==> config.mk <==
export PLATFORM = sky130hd
export DESIGN_NAME = msf_time_code_receiver_top_flat
export DESIGN_NICKNAME = d
export VERILOG_FILES = /design/src/rtl/core/msf_pkg.sv /design/src/rtl/core/msf_stream_if.sv /design/src/rtl/core/msf_time_code_receiver_top.sv /design/src/rtl/core/msf_rx_core.sv /design/src/rtl/core/msf_decode.sv /design/src/flat_wrapper.sv
export SDC_FILE = /design/constraint.sdc
export NUM_CORES = 1
export LEC_CHECK = 0
export BUFFER_PORTS_ARGS = -buffer_cell sky130_fd_sc_hd__buf_2
export CORE_UTILIZATION = 46
export CTS_BUF_LIST = sky130_fd_sc_hd__clkbuf_2
export DETAILED_ROUTE_END_ITERATION = 8
export PLACE_DENSITY = 0.67
export SLEW_MARGIN = 20
export SYNTH_ARGS = -nofsm -noshare
export SYNTH_HDL_FRONTEND = slang
export SYNTH_SLANG_ARGS = --single-unit
==> constraint.sdc <==
create_clock -name clk_i -period 9 [get_ports clk_i]
set_clock_uncertainty 0.05 [all_clocks]
set_input_delay 1.8 -clock clk_i [delete_from_list [all_inputs] [get_ports clk_i]]
set_output_delay 1.8 -clock clk_i [all_outputs]
set_load 0.005 [all_outputs]
==> src/rtl/core/msf_pkg.sv <==
// Shared types and constants for the MSF time code receiver.
`timescale 1ns / 1ps

package msf_pkg;

  // Default number of samples that make up one majority decision.
  localparam int unsigned SAMPLES_PER_BIT = 8;
  localparam int unsigned FRAME_BYTES     = 8;
  localparam int unsigned FRAME_BITS      = FRAME_BYTES * 8;
  localparam int unsigned FRAME_IDX_W     = $clog2(FRAME_BITS);
  localparam logic [FRAME_IDX_W-1:0] SECOND_LAST = FRAME_IDX_W'(60);

  localparam int unsigned CFG_DATA_W = 16;
  localparam int unsigned CFG_IDX_W  = 2;

  // Configuration register indexes.
  localparam logic [CFG_IDX_W-1:0] REG_MINUTE_MASK    = 2'd0;
  localparam logic [CFG_IDX_W-1:0] REG_MINUTE_PATTERN = 2'd1;
  localparam logic [CFG_IDX_W-1:0] REG_SECOND_MASK    = 2'd2;
  localparam logic [CFG_IDX_W-1:0] REG_SECOND_PATTERN = 2'd3;

  localparam logic [CFG_DATA_W-1:0] MINUTE_MASK_RST    = 16'h01FE;
  localparam logic [CFG_DATA_W-1:0] MINUTE_PATTERN_RST = 16'h001E;
  localparam logic [CFG_DATA_W-1:0] SECOND_MASK_RST    = 16'h03FC;
  localparam logic [CFG_DATA_W-1:0] SECOND_PATTERN_RST = 16'h0004;

  // History bits that carry the A and B bits of a second.
  localparam int unsigned A_BIT_POS = 6;
  localparam int unsigned B_BIT_POS = 7;

  typedef struct packed {
    logic [CFG_DATA_W-1:0] minute_mask;
    logic [CFG_DATA_W-1:0] minute_pattern;
    logic [CFG_DATA_W-1:0] second_mask;
    logic [CFG_DATA_W-1:0] second_pattern;
  } msf_cfg_t;

  typedef struct packed {
    logic carrier_level;
  } msf_sample_t;

  typedef struct packed {
    logic [7:0] year_value;
    logic [4:0] month_value;
    logic [5:0] day_of_month;
    logic [2:0] day_of_week;
    logic [5:0] hour_value;
    logic [6:0] minute_value;
    logic [2:0] parity_errors;
  } msf_time_t;

  typedef struct packed {
    logic minute_hit;
    logic second_hit;
  } msf_status_t;

endpackage

==> src/rtl/core/msf_stream_if.sv <==
// Valid/ready stream interfaces for receiver samples and decoded time beats.
`timescale 1ns / 1ps

interface msf_sample_if;
  logic                 valid;
  logic                 ready;
  msf_pkg::msf_sample_t data;

  modport source (output valid, output data, input ready);
  modport sink (input valid, input data, output ready);
endinterface

interface msf_time_if;
  logic               valid;
  logic               ready;
  msf_pkg::msf_time_t data;

  modport source (output valid, output data, input ready);
  modport sink (input valid, input data, output ready);
endinterface

==> src/rtl/core/msf_time_code_receiver_top.sv <==
// Top level of the MSF time code receiver: sample register, core, decode, result register.
//
// Usage:
//   sample_i carries one receiver level per beat; result_o carries one decoded
//   time beat per minute marker. Both are valid/ready streams.
//   Every SamplesPerBit samples form one majority decision that is shifted
//   into the marker history; second markers store the A/B bits of the frame,
//   a minute marker decodes the stored frame into one result beat.
//   Throughput: one sample per cycle, except while a sample is held as below.
//   result_o.valid rises once the sample completing the minute marker has
//   passed the sample register and then the result register.
//   Configuration (cfg_we_i, cfg_idx_i, cfg_wdata_i) writes the marker masks
//   and patterns; write only while no sample is in flight.
//   Reset clears the counters, history, second index and A/B stores and loads
//   the default masks and patterns.
//   When result_o stalls, samples keep flowing; only a sample that would
//   produce a second result while the first still waits is held, and
//   sample_i.ready drops until the waiting beat is taken.
`timescale 1ns / 1ps

module msf_time_code_receiver_top #(
  parameter int unsigned SamplesPerBit = msf_pkg::SAMPLES_PER_BIT
) (
  input  logic                             clk_i,
  input  logic                             rst_ni,
  msf_sample_if.sink                       sample_i,
  msf_time_if.source                       result_o,
  input  logic                             cfg_we_i,
  input  logic [msf_pkg::CFG_IDX_W-1:0]    cfg_idx_i,
  input  logic [msf_pkg::CFG_DATA_W-1:0]   cfg_wdata_i
);

  msf_pkg::msf_cfg_t    cfg_q;
  msf_pkg::msf_status_t status;
  msf_pkg::msf_time_t   decoded, res_q;
  logic [msf_pkg::FRAME_BITS-1:0] a_store, b_store;
  logic in_valid_q, level_q, res_valid_q, advance;

  // Hold the sample only when its result cannot go into an occupied slot.
  assign advance = in_valid_q &&
      !(status.minute_hit && res_valid_q && !result_o.ready);
  assign sample_i.ready = !in_valid_q || advance;

  always_ff @(posedge clk_i or negedge rst_ni) begin
    if (!rst_ni) begin
      cfg_q.minute_mask    <= msf_pkg::MINUTE_MASK_RST;
      cfg_q.minute_pattern <= msf_pkg::MINUTE_PATTERN_RST;
      cfg_q.second_mask    <= msf_pkg::SECOND_MASK_RST;
      cfg_q.second_pattern <= msf_pkg::SECOND_PATTERN_RST;
    end else if (cfg_we_i) begin
      case (cfg_idx_i)
        msf_pkg::REG_MINUTE_MASK:    cfg_q.minute_mask    <= cfg_wdata_i;
        msf_pkg::REG_MINUTE_PATTERN: cfg_q.minute_pattern <= cfg_wdata_i;
        msf_pkg::REG_SECOND_MASK:    cfg_q.second_mask    <= cfg_wdata_i;
        msf_pkg::REG_SECOND_PATTERN: cfg_q.second_pattern <= cfg_wdata_i;
        default: ;
      endcase
    end
  end

  always_ff @(posedge clk_i or negedge rst_ni) begin
    if (!rst_ni) begin
      in_valid_q <= 1'b0;
    end else if (sample_i.ready) begin
      in_valid_q <= sample_i.valid;
    end
  end

  always_ff @(posedge clk_i) begin
    if (sample_i.valid && sample_i.ready) begin
      level_q <= sample_i.data.carrier_level;
    end
  end

  msf_rx_core #(
    .SamplesPerBit(SamplesPerBit)
  ) u_core (
    .clk_i    (clk_i),
    .rst_ni   (rst_ni),
    .step_i   (advance),
    .level_i  (level_q),
    .cfg_i    (cfg_q),
    .status_o (status),
    .a_store_o(a_store),
    .b_store_o(b_store)
  );

  msf_decode u_decode (
    .a_i   (a_store),
    .b_i   (b_store),
    .time_o(decoded)
  );

  always_ff @(posedge clk_i or negedge rst_ni) begin
    if (!rst_ni) begin
      res_valid_q <= 1'b0;
    end else if (advance && status.minute_hit) begin
      res_valid_q <= 1'b1;
    end else if (result_o.ready) begin
      res_valid_q <= 1'b0;
    end
  end

  always_ff @(posedge clk_i) begin
    if (advance && status.minute_hit) begin
      res_q <= decoded;
    end
  end

  assign result_o.valid = res_valid_q;
  assign result_o.data  = res_q;

endmodule

==> src/rtl/core/msf_rx_core.sv <==
// Majority slicer, marker detection and A/B bit frame store.
`timescale 1ns / 1ps

module msf_rx_core #(
  parameter int unsigned SamplesPerBit = msf_pkg::SAMPLES_PER_BIT
) (
  input  logic                          clk_i,
  input  logic                          rst_ni,
  input  logic                          step_i,
  input  logic                          level_i,
  input  msf_pkg::msf_cfg_t             cfg_i,
  output msf_pkg::msf_status_t          status_o,
  output logic [msf_pkg::FRAME_BITS-1:0] a_store_o,
  output logic [msf_pkg::FRAME_BITS-1:0] b_store_o
);

  localparam int unsigned CntW  = $clog2(SamplesPerBit);
  localparam int unsigned HighW = $clog2(SamplesPerBit + 1);
  localparam int unsigned IdxW  = msf_pkg::FRAME_IDX_W;

  logic [CntW-1:0]                 cnt_q;
  logic [HighW-1:0]                high_q, high_sum;
  logic [15:0]                     hist_q, hist_d;
  logic [IdxW-1:0]                 idx_q;
  logic [msf_pkg::FRAME_BITS-1:0]  a_q, b_q;
  logic                            last, decision, minute_hit, second_hit;

  assign last     = (cnt_q == CntW'(SamplesPerBit - 1));
  assign high_sum = high_q + HighW'(level_i);
  assign decision = (high_sum >= HighW'(SamplesPerBit / 2));
  assign hist_d   = {hist_q[14:0], decision};

  // Minute marker wins over second marker.
  assign minute_hit = last &&
      ((hist_d & cfg_i.minute_mask) == cfg_i.minute_pattern);
  assign second_hit = last && !minute_hit &&
      ((hist_d & cfg_i.second_mask) == cfg_i.second_pattern);

  assign status_o.minute_hit = minute_hit;
  assign status_o.second_hit = second_hit;
  assign a_store_o = a_q;
  assign b_store_o = b_q;

  always_ff @(posedge clk_i or negedge rst_ni) begin
    if (!rst_ni) begin
      cnt_q  <= '0;
      high_q <= '0;
      hist_q <= '0;
      idx_q  <= '0;
      a_q    <= '0;
      b_q    <= '0;
    end else if (step_i) begin
      if (last) begin
        cnt_q  <= '0;
        high_q <= '0;
        hist_q <= hist_d;
      end else begin
        cnt_q  <= cnt_q + CntW'(1);
        high_q <= high_sum;
      end
      if (minute_hit) begin
        idx_q <= '0;
      end else if (second_hit) begin
        a_q[idx_q] <= hist_d[msf_pkg::A_BIT_POS];
        b_q[idx_q] <= hist_d[msf_pkg::B_BIT_POS];
        idx_q <= (idx_q >= msf_pkg::SECOND_LAST) ? '0 : idx_q + IdxW'(1);
      end
    end
  end

endmodule

==> src/rtl/core/msf_decode.sv <==
// BCD field decode and odd-parity checks over the stored frame.
`timescale 1ns / 1ps

module msf_decode (
  input  logic [msf_pkg::FRAME_BITS-1:0] a_i,
  input  logic [msf_pkg::FRAME_BITS-1:0] b_i,
  output msf_pkg::msf_time_t             time_o
);

  logic [3:0] yr_t, yr_u, mo_u, dm_u, hr_u, mi_u;
  logic       mo_t;
  logic [1:0] dm_t, hr_t;
  logic [2:0] mi_t, dow;
  logic [7:0] year_v;
  logic [4:0] month_v;
  logic [5:0] dom_v, hour_v;
  logic [6:0] min_v;
  logic       fail_year, fail_date, fail_dow, fail_time;
  logic [2:0] errs;

  // A bits are sent most significant first.
  assign yr_t = {a_i[17], a_i[18], a_i[19], a_i[20]};
  assign yr_u = {a_i[21], a_i[22], a_i[23], a_i[24]};
  assign mo_t = a_i[25];
  assign mo_u = {a_i[26], a_i[27], a_i[28], a_i[29]};
  assign dm_t = {a_i[30], a_i[31]};
  assign dm_u = {a_i[32], a_i[33], a_i[34], a_i[35]};
  assign dow  = {a_i[36], a_i[37], a_i[38]};
  assign hr_t = {a_i[39], a_i[40]};
  assign hr_u = {a_i[41], a_i[42], a_i[43], a_i[44]};
  assign mi_t = {a_i[45], a_i[46], a_i[47]};
  assign mi_u = {a_i[48], a_i[49], a_i[50], a_i[51]};

  // tens * 10 as shift-and-add
  assign year_v  = {1'b0, yr_t, 3'b0} + {3'b0, yr_t, 1'b0} + {4'b0, yr_u};
  assign month_v = {1'b0, mo_t, 3'b0} + {3'b0, mo_t, 1'b0} + {1'b0, mo_u};
  assign dom_v   = {1'b0, dm_t, 3'b0} + {3'b0, dm_t, 1'b0} + {2'b0, dm_u};
  assign hour_v  = {1'b0, hr_t, 3'b0} + {3'b0, hr_t, 1'b0} + {2'b0, hr_u};
  assign min_v   = {1'b0, mi_t, 3'b0} + {3'b0, mi_t, 1'b0} + {3'b0, mi_u};

  // Odd parity: an even total of ones is a failure.
  assign fail_year = ~(^a_i[24:17] ^ b_i[54]);
  assign fail_date = ~(^a_i[35:25] ^ b_i[55]);
  assign fail_dow  = ~(^a_i[38:36] ^ b_i[56]);
  assign fail_time = ~(^a_i[51:39] ^ b_i[57]);

  // Date and time checks each cover two fields and count twice.
  assign errs = 3'(fail_year) + {1'b0, fail_date, 1'b0} + 3'(fail_dow)
              + {1'b0, fail_time, 1'b0};

  always_comb begin
    time_o.parity_errors = errs;
    if (errs != 3'd0) begin
      time_o.year_value   = '0;
      time_o.month_value  = '0;
      time_o.day_of_month = '0;
      time_o.day_of_week  = '0;
      time_o.hour_value   = '0;
      time_o.minute_value = '0;
    end else begin
      time_o.year_value   = year_v;
      time_o.month_value  = month_v;
      time_o.day_of_month = dom_v;
      time_o.day_of_week  = dow;
      time_o.hour_value   = hour_v;
      time_o.minute_value = min_v;
    end
  end

endmodule

==> src/flat_wrapper.sv <==
// flat-port wrapper written by rule: the top's interface ports become plain ports
module msf_time_code_receiver_top_flat 
#(
  parameter int unsigned SamplesPerBit = msf_pkg::SAMPLES_PER_BIT
)
  (clk_i, rst_ni, cfg_we_i, cfg_idx_i, cfg_wdata_i, sample_i_valid, sample_i_data, sample_i_ready, result_o_valid, result_o_data, result_o_ready);
  msf_sample_if sample_i_i ();
  msf_time_if result_o_i ();
  input  logic clk_i;
  input  logic rst_ni;
  input  logic cfg_we_i;
  input  logic [msf_pkg::CFG_IDX_W-1:0] cfg_idx_i;
  input  logic [msf_pkg::CFG_DATA_W-1:0] cfg_wdata_i;
  input wire logic [$bits(sample_i_i.valid)-1:0] sample_i_valid;
  input wire logic [$bits(sample_i_i.data)-1:0] sample_i_data;
  output wire logic [$bits(sample_i_i.ready)-1:0] sample_i_ready;
  output wire logic [$bits(result_o_i.valid)-1:0] result_o_valid;
  output wire logic [$bits(result_o_i.data)-1:0] result_o_data;
  input wire logic [$bits(result_o_i.ready)-1:0] result_o_ready;
  assign sample_i_i.valid = sample_i_valid;
  assign sample_i_i.data = sample_i_data;
  assign sample_i_ready = sample_i_i.ready;
  assign result_o_valid = result_o_i.valid;
  assign result_o_data = result_o_i.data;
  assign result_o_i.ready = result_o_ready;
  msf_time_code_receiver_top #(.SamplesPerBit(SamplesPerBit)) u_core (.clk_i(clk_i), .rst_ni(rst_ni), .sample_i(sample_i_i), .result_o(result_o_i), .cfg_we_i(cfg_we_i), .cfg_idx_i(cfg_idx_i), .cfg_wdata_i(cfg_wdata_i));
endmodule
; ---- Word level (Yosys, flattened, before mapping)
; Cells that the tools add are included.
[classes]
n_mux = 11
n_addsub = 16
reduce_logical = 29
n_bitwise = 11
eq_ne = 6
n_lt_le_gt_ge = 4
[ops]
columns = operator, n
row1 = 64-bit bitwise mux, 2
row2 = 16-bit AND, 2
row3 = 16-bit equality test, 2
row4 = 6-bit 2-to-1 mux, 3
row5 = 13-bit XOR reduction, 1
row6 = 5-bit by 3-bit adder with 6-bit output, 2
row7 = 6-bit by 4-bit adder with 6-bit output, 2
row8 = 2-bit AND reduction, 6
row9 = 11-bit XOR reduction, 1
row10 = 1-bit logical AND, 9
row11 = 7-bit by 5-bit adder with 8-bit output, 1
row12 = 8-bit by 4-bit adder with 8-bit output, 1
row13 = 8-bit XOR reduction, 1
row14 = 6-bit by 4-bit adder with 7-bit output, 1
row15 = 7-bit by 4-bit adder with 7-bit output, 1
row16 = "6-bit by 7-bit less-than comparator with 1-bit output, second input constant", 1
row17 = "6-bit by 1-bit adder with 6-bit output, second input constant", 1
row18 = 1-bit demux with 6-bit select, 1
row19 = "6-bit by 1-bit >= comparator with 1-bit output, second input constant", 1
row20 = "6-bit >= comparator, second input constant", 1
row21 = 4-bit by 2-bit adder with 5-bit output, 1
row22 = 5-bit by 4-bit adder with 5-bit output, 1
row23 = 1-bit inverter, 5
row24 = 4-bit by 1-bit adder with 4-bit output, 1
row25 = other kinds (19), 29
[word_totals]
in_bits = 24
wordCells = 97
regBits = 261

; ---- Depth between registers and ports, before layout
; Gate-level depths: netlist (run 1).
[logic_depth]
ltp_word = 11
ltp_mapped = 11
depth_no_buf = 9

; ---- Modules after synthesis
; From an unflattened synthesis (run 1), not the netlist that was laid out.
[hier_totals]
cells_unflattened = 995
hier_area_um2 = 12472.0
[by_module_without_submodules]
columns = mod, n_inst, cells_per_inst, area_each_um2
row1 = msf_rx_core, 1, 664, 7592.3
row2 = msf_time_code_receiver_top, 1, 185, 3707.3
row3 = msf_decode, 1, 146, 1172.4

; ---- Worst setup path before layout (run 1)
; No wires, ideal clock.
[synth_path]
path_type = input port to output port
startpoint = in result_o_ready
endpoint = out sample_i_ready
t_arrival_ns = 2.178
cell_stages = 2
slack_ns = 4.972
cell_sequence = nor2_1 > nand2_1
[synth_between]
elab_chain_cells = 5
[synth_lines]
columns = item, line
row1 = from (decl), flat_wrapper.sv:19  ; input wire logic [$bits(result_o_i.ready)-1:0] result_o_ready;
row2 = 1-bit logical NOT, msf_time_code_receiver_top.sv:41  ; !(status.minute_hit && res_valid_q && !result_o.ready);
row3 = 1-bit logical AND, msf_time_code_receiver_top.sv:41
row4 = 1-bit logical NOT, msf_time_code_receiver_top.sv:41
row5 = 1-bit logical AND, msf_time_code_receiver_top.sv:40  ; assign advance = in_valid_q &&
row6 = 1-bit logical OR, msf_time_code_receiver_top.sv:42  ; assign sample_i.ready = !in_valid_q || advance;
row7 = to (decl), flat_wrapper.sv:16  ; output wire logic [$bits(sample_i_i.ready)-1:0] sample_i_ready;
; No other way between the ends.

; ---- Final worst setup path (run 1)
[layout_path]
startpoint = reg u_core.u_core.high_q[0]
endpoint = out sample_i_ready
[layout_between]
elab_chain_cells = 10
[layout_lines]
columns = item, line
row1 = from (decl), msf_rx_core.sv:22  ; logic [HighW-1:0] high_q, high_sum;
row2 = from (signal assigned), msf_rx_core.sv:59  ; high_q <= high_sum;
row3 = 4-bit by 1-bit adder with 4-bit output, msf_rx_core.sv:29  ; assign high_sum = high_q + HighW'(level_i);
row4 = 4-bit by 3-bit >= comparator with 1-bit output, msf_rx_core.sv:30  ; assign decision = (high_sum >= HighW'(SamplesPerBit / 2));
row5 = 16-bit AND, msf_rx_core.sv:35  ; ((hist_d & cfg_i.minute_mask) == cfg_i.minute_pattern);
row6 = 16-bit equality test, msf_rx_core.sv:35
row7 = 1-bit logical AND, msf_rx_core.sv:34  ; assign minute_hit = last &&
row8 = 1-bit logical AND (2 in a row), msf_time_code_receiver_top.sv:41
row9 = 1-bit logical NOT, msf_time_code_receiver_top.sv:41
row10 = 1-bit logical AND, msf_time_code_receiver_top.sv:40
row11 = 1-bit logical OR, msf_time_code_receiver_top.sv:42
; No other way between the ends.

==> flow_metrics.tcl, run 1 <==
set metrics [dict create \
    status "finished, violations left" \
    violations "design-rule violations" \
    n_antenna_cell 0 \
    max_slew.worst_pin.slew_ns 0.995 \
    syn_area_um2 8620 \
    p_switching_uw 463 \
    critPathTopFamily "simple AND/OR/NAND/NOR gates" \
    antenna_found_initial 0 \
    clock_latency_ns 0.74 \
    place.gp.congestion 0.805 \
    io_pins 64 \
    cts_hold_buf 0 \
    avgRoutedWirePerCell_um 16.6 \
    post_cts_buffers 0 \
    yosysWarnings 0 \
    tns_ns 0 \
    final-setup-viol-count 0 \
    clockPowerShare 0.247 \
    numPortBuffers 63 \
    hold_viol 0 \
    cp_cell_sequence "ha_1 -> ha_1 -> and2_1 -> a21oi_1 -> o221ai_1 -> xor2_1 -> nand2_1 -> nor2_1 -> nand2_1 -> buf_2" \
    clockRootBuffer "clkbuf_2" \
    post_cts_resized 0 \
    synth-seq-cells 172 \
    hp-class "reg -> reg" \
    dieHeight_um 139 \
    drv_cap 0 \
    wl_um 16200 \
    htreeDepth 4 \
    swShare 0.296 \
    path_buf_inv 1 \
    start_util 0.475 \
    grt_pass1_vias 5475 \
    die_area_um2 19300 \
    r2r_start "u_core.u_core.high_q[0]" \
    cts_buffers 17 \
    gr-total-overflow 0 \
    remaining_drc_errors 5 \
    power_density_nw_per_um2 167 \
    yosysTopAreaCellShare 0.325 \
    yosysSeqAreaShare 0.525 \
    synth.distinct_cells 61 \
    fmax_ghz 0.191 \
    rsz0062_at_grt "false" \
    clockBufferDepth 2 \
    post-route-util 0.516 \
    core_um2 18100 \
    crit_path_top_delay_cell "xor2_1" \
    placed_cells 942 \
    synth_edf_count 39 \
    slew_headroom 0.335 \
    synth.avg_cell_area_um2 12.8 \
    grt_max_degree 83 \
    cts_sinks 172 \
    via_count 5340 \
    rows 49 \
    async_flop_share 0.773 \
    cts_tree "yes" \
    critPathLaunchType "flip-flop" \
    fillers 1591 \
    synth_top_cells_by_count "112 x dfrtp_1, 92 x mux2_2, 39 x edfxtp_1, 39 x xnor2_1, 34 x nand2_1" \
    endpoint_kind "primary output" \
    dr.pass1.iters 8 \
    drv_slew 0 \
    p_leak_uw 0.00412 \
    synth.area.top_cells "dfrtp_1 33%, edfxtp_1 14%, mux2_2 12%" \
    crit_path_start "u_core.u_core.high_q[0]" \
    internal_power_uw 1100 \
    required_ns 7.15 \
    clk_pin_slew_ns 0.25 \
    yosysMostFrequentCell "dfrtp_1" \
    grt_usage 0.180 \
    crit_arrival_ns 3.38 \
    synth_cells 675 \
    nets 790 \
    post-route-period-util 0.581 \
    drt_iter0_markers 274 \
    stdcell_count 974 \
    hp-start "u_core.u_core.a_store_o[32]" \
    ant_nets 0 \
    die_w_um 139 \
    synthFlopType "dfrtp_1" \
    cp_max_fo 7 \
    yosys.area.top_type "dfrtp_1" \
    path_class "reg -> out" \
    critPathMaxStageDelay_ns 0.51 \
    pwr-share-comb 0.140 \
    syn_nets 733 \
    p_seq_frac 0.612 \
    power_uw 1570 \
    syn_to_final_growth_pct 8.62 \
    ir_drop_mv 0.111 \
    grt_pass1_wl_um 27600 \
    drive_gt1_frac 0.325 \
    fin_crit_ns 5.23 \
    dpl.hpwl_um 11500 \
    vias_per_cell 5.48 \
]
==> power groups by stage <==
stage               registers (µW)  logic, µW  clock network (µW)
floorplan                      945        171                   0
global placement               966        212                   0
detailed placement             975        223                   0
CTS                            960        224                 401
global route                   977        245                 431
finish                         959        220                 387
==> sequential cells by signal (all words and copies together), names as in the netlist <==
register                 cells
u_core.level_q               1
u_core.cfg_q                64
u_core.u_core.a_store_o     35
u_core.u_core.idx_q          6
u_core.result_o.data        38
u_core.u_core.hist_q        15
u_core.u_core.cnt_q          3
u_core.result_o.valid        1
u_core.u_core.b_store_o      4
u_core.in_valid_q            1
u_core.u_core.high_q         4
==> area by class of cell <==
| type | count | area [µm²] | area share |
|---|---|---|---|
| clock buffers | 17 | 85.1 | 0.00909 |
| clock inverters | 15 | 135 | 0.0144 |
| inverters | 9 | 33.8 | 0.00361 |
| multi-input cells | 464 | 3940 | 0.421 |
| flip-flops and latches | 172 | 4530 | 0.483 |
| well taps | 229 | 287 | 0.0306 |
| repair buffers | 68 | 359 | 0.0383 |
==> per-stage QoR <==
step	cell area (µm²)	hold WS, ns	setup WS (ns)
after CTS	9350	0.494	3.78
after global routing	9360	0.520	3.52
after global placement	9130	0.433	4.67
after floorplan	8620	0.412	4.97
final	9360	0.488	3.77
after detailed placement	9130	0.446	4.66
==> path summary, 6_finish.rpt <==
check / endpoint / cells after the start / slack [ns]
max in group asynchronous: u_core.u_core.a_store_o[23] / 2 / 6.72
setup / recovery: sample_i_ready / 10 / 3.77
min in group asynchronous: u_core.cfg_q[63] / 1 / 0.98
setup reg to reg: u_core.u_core.a_store_o[39] / 9 / 5.35
hold reg to reg: u_core.u_core.a_store_o[32] / 1 / 0.49
hold / removal: u_core.u_core.a_store_o[32] / 1 / 0.49
==> placed cells by master (no fill, tap or decap), types with 7 or more instances in the layout <==
master / instances
dfstp_2: 21
and3_1: 12
inv_1: 8
nor2_1: 20
mux2_2: 92
nand4_1: 13
xor2_1: 18
nor2b_1: 9
nand2_1: 34
ha_1: 27
edfxtp_1: 39
and2_1: 20
mux2_1: 19
nor4_2: 16
a21o_1: 8
buf_2: 62
nand3_1: 16
clkbuf_2: 17
dfrtp_1: 112
fa_1: 7
o21ai_0: 11
o31ai_1: 7
a21oi_1: 22
xnor2_1: 39
==> cells by family (layout without fill, tap and decap cells) <==
family	count (synthesis)	count (layout)	share of synthesized area
buffers and inverters	39	109	0.0197
AOI/OAI and AO/OA	80	80	0.0646
adders and majority gates	34	34	0.0554
and+or+nand+nor	179	179	0.129
DFF	172	172	0.525
xor gates and xnor gates	57	57	0.0579
muxes	114	114	0.148
==> metal layers <==
layer	vias up	GRT usage	wire, µm
met5	-	0	0
met4	0	0.0602	216
met3	17	0.0338	524
met2	96	0.314	8240
met1	2649	0.226	7190
li1	2578	-	-
(Power assumes the default switching activity.)
==> run 2, diff against run 1 <==
==> constraint.sdc (replaced) <==
create_clock -name clk_i -period 5.2 [get_ports clk_i]
set_clock_uncertainty 0.05 [all_clocks]
set_input_delay 1.04 -clock clk_i [delete_from_list [all_inputs] [get_ports clk_i]]
set_output_delay 1.04 -clock clk_i [all_outputs]
set_load 0.005 [all_outputs]
==> run 2 against run 1 <==
Compared with the run above:
- the flow still finishes with violations (design-rule violations)
- sequential share of layout area down 0.12 points
- routed wire length up 1.6%
- via count up 0.97%
- register-to-register slack worse by 3.7 ns
==> flow_metrics.tcl, run 2 (same netlist as run 1, synthesis figures left out) <==
set metrics [dict create \
    internal_power_uw 1960 \
    endpoint "sample_i_ready" \
    hp-class "in -> async" \
    syn_to_final_growth_pct 8.88 \
    wl_um 16400 \
    max_slew.worst_pin.slew_ns 1.07 \
    reg2reg_depth 9 \
    stdcell_count 975 \
    nets 790 \
    htreeDepth 4 \
    tns_ns 0 \
    post_cts_buffers 0 \
    rsz0062_at_grt "false" \
    drt_iter0_markers 242 \
    ir_drop_mv 0.170 \
    clockPowerShare 0.261 \
    remaining_drc_errors 4 \
    crit_arrival_ns 3.32 \
    cp_cell_sequence "ha_1 -> ha_1 -> and2_1 -> a21oi_1 -> o221ai_1 -> xor2_1 -> nand2_1 -> nor2_1 -> nand2_1 -> buf_2" \
    io_pins 64 \
    via_count 5392 \
    gr-total-overflow 0 \
    numPortBuffers 63 \
    crit_path_top_delay_cell "xor2_1" \
    grt_usage 0.184 \
    cts_sinks 172 \
    p_seq_frac 0.601 \
    die_w_um 139 \
    ant_nets 0 \
    rrSetupSlack_ns 1.67 \
    placed_area_um2 9140 \
    grt_max_degree 64 \
    antenna_found_initial 2 \
    r2r_start "u_core.u_core.high_q[0]" \
    placed_cells 942 \
    core_um2 18100 \
    mostFrequentLayoutCell "dfrtp_1" \
    violations "design-rule violations" \
    critPathLaunchType "flip-flop" \
    fin_crit_ns 4.41 \
    post_cts_resized 0 \
    final-setup-viol-count 0 \
    fmax_ghz 0.227 \
    dr.pass1.iters 8 \
    p_switching_uw 809 \
    pwr-share-comb 0.138 \
    avgRoutedWirePerCell_um 16.9 \
    start_util 0.475 \
    drv_cap 0 \
    regMostFlops "u_core.cfg_q" \
    clockRootBuffer "clkbuf_2" \
    cp_max_fo 7 \
    cts_tree "yes" \
    clockBufferDepth 2 \
    dieHeight_um 139 \
    status "finished, violations left" \
    drive_gt1_frac 0.325 \
    required_ns 4.11 \
    hold_viol 0 \
    cts_buffers 17 \
    clock_latency_ns 0.75 \
    critPathMaxStageDelay_ns 0.48 \
    path_class "reg -> out" \
    swShare 0.292 \
    power_density_nw_per_um2 295 \
    rows 49 \
    clk_pin_slew_ns 0.26 \
    place.gp.congestion 0.801 \
    reg2reg_to "u_core.u_core.a_store_o[19]" \
    vias_per_cell 5.53 \
    grt_pass1_wl_um 27800 \
    crit_path_start "u_core.u_core.high_q[0]" \
    dpl.hpwl_um 11600 \
    die_area_um2 19300 \
    p_leak_uw 0.00413 \
    layout_common_cells "112 x dfrtp_1, 92 x mux2_2, 62 x buf_2, 39 x xnor2_1, 39 x edfxtp_1" \
    fin_area_um2 9390 \
    endpoint_kind "primary output" \
    grt_pass1_vias 5498 \
    cts_hold_buf 0 \
    post-route-period-util 0.849 \
    largest_reg_flops 64 \
    drv_slew 0 \
    slew_headroom 0.282 \
]
## run 2: area by class of cell
cell class | count | area (µm²)
multi-input combinational | 464 | 3940
inverter | 9 | 33.8
tap | 229 | 287
clock buffer | 17 | 85.1
antenna | 1 | 2.50
fill | 1568 | 8760
clock inverter | 15 | 161
sequential | 172 | 4530
timing repair buffer | 68 | 355
## run 2: critical path: cells and delay by family, from the launching register on
family,cells,cell delay (ns)
AOI/OAI and AO/OA,2,0.29
xor gates and xnor gates,1,0.48
and+or+nand+nor,4,0.66
adders and majority gates,2,0.56
buffers and inverters,1,0.14
DFF,1,0.45
## run 2: through the flow
| step | hold WS, ns | util | setup slack [ns] | total power, µW |
|---|---|---|---|---|
| finish | 0.279 | 0.517 | 0.786 | 2770 |
| global route | 0.252 | 0.517 | 0.425 | 2910 |
| CTS | 0.222 | 0.517 | 0.716 | 2800 |
| detailed placement | 0.438 | 0.504 | 1.60 | 2070 |
| global placement | 0.433 | 0.504 | 1.71 | 2040 |
| floorplan | 0.412 | - | 2.00 | 1930 |
## run 2: power groups by stage
| stage | clock (µW) | combinational [µW] | sequential [µW] |
|---|---|---|---|
| after detailed placement | 0 | 387 | 1690 |
| after CTS | 749 | 388 | 1660 |
| final | 722 | 381 | 1660 |
| after floorplan | 0 | 295 | 1640 |
| after global placement | 0 | 369 | 1680 |
| after global routing | 799 | 425 | 1690 |
## run 2: how the worst min path moves through the flow
| stage | start | end | slack (ns) | cells after the start |
|---|---|---|---|---|
| finish | rst_ni | u_core.cfg_q[4] | 0.28 | 1 |
| global route | rst_ni | u_core.u_core.hist_q[3] | 0.25 | 1 |
| CTS | rst_ni | u_core.cfg_q[4] | 0.22 | 1 |
| detailed placement | u_core.u_core.a_store_o[32] | u_core.u_core.a_store_o[32] | 0.44 | 1 |
| global placement | u_core.u_core.a_store_o[32] | u_core.u_core.a_store_o[32] | 0.43 | 1 |
| floorplan | u_core.u_core.a_store_o[32] | u_core.u_core.a_store_o[32] | 0.41 | 1 |
## run 2: per-layer routing
| metal | routed length (µm) | vias to the layer above | global-route usage | part of all wire |
|---|---|---|---|---|
| met5 | 13 | - | 0 | 0.00079 |
| met4 | 305 | 2 | 0.0673 | 0.019 |
| met3 | 594 | 28 | 0.0463 | 0.036 |
| met2 | 8230 | 97 | 0.312 | 0.50 |
| met1 | 7290 | 2679 | 0.228 | 0.44 |
| li1 | - | 2586 | - | - |
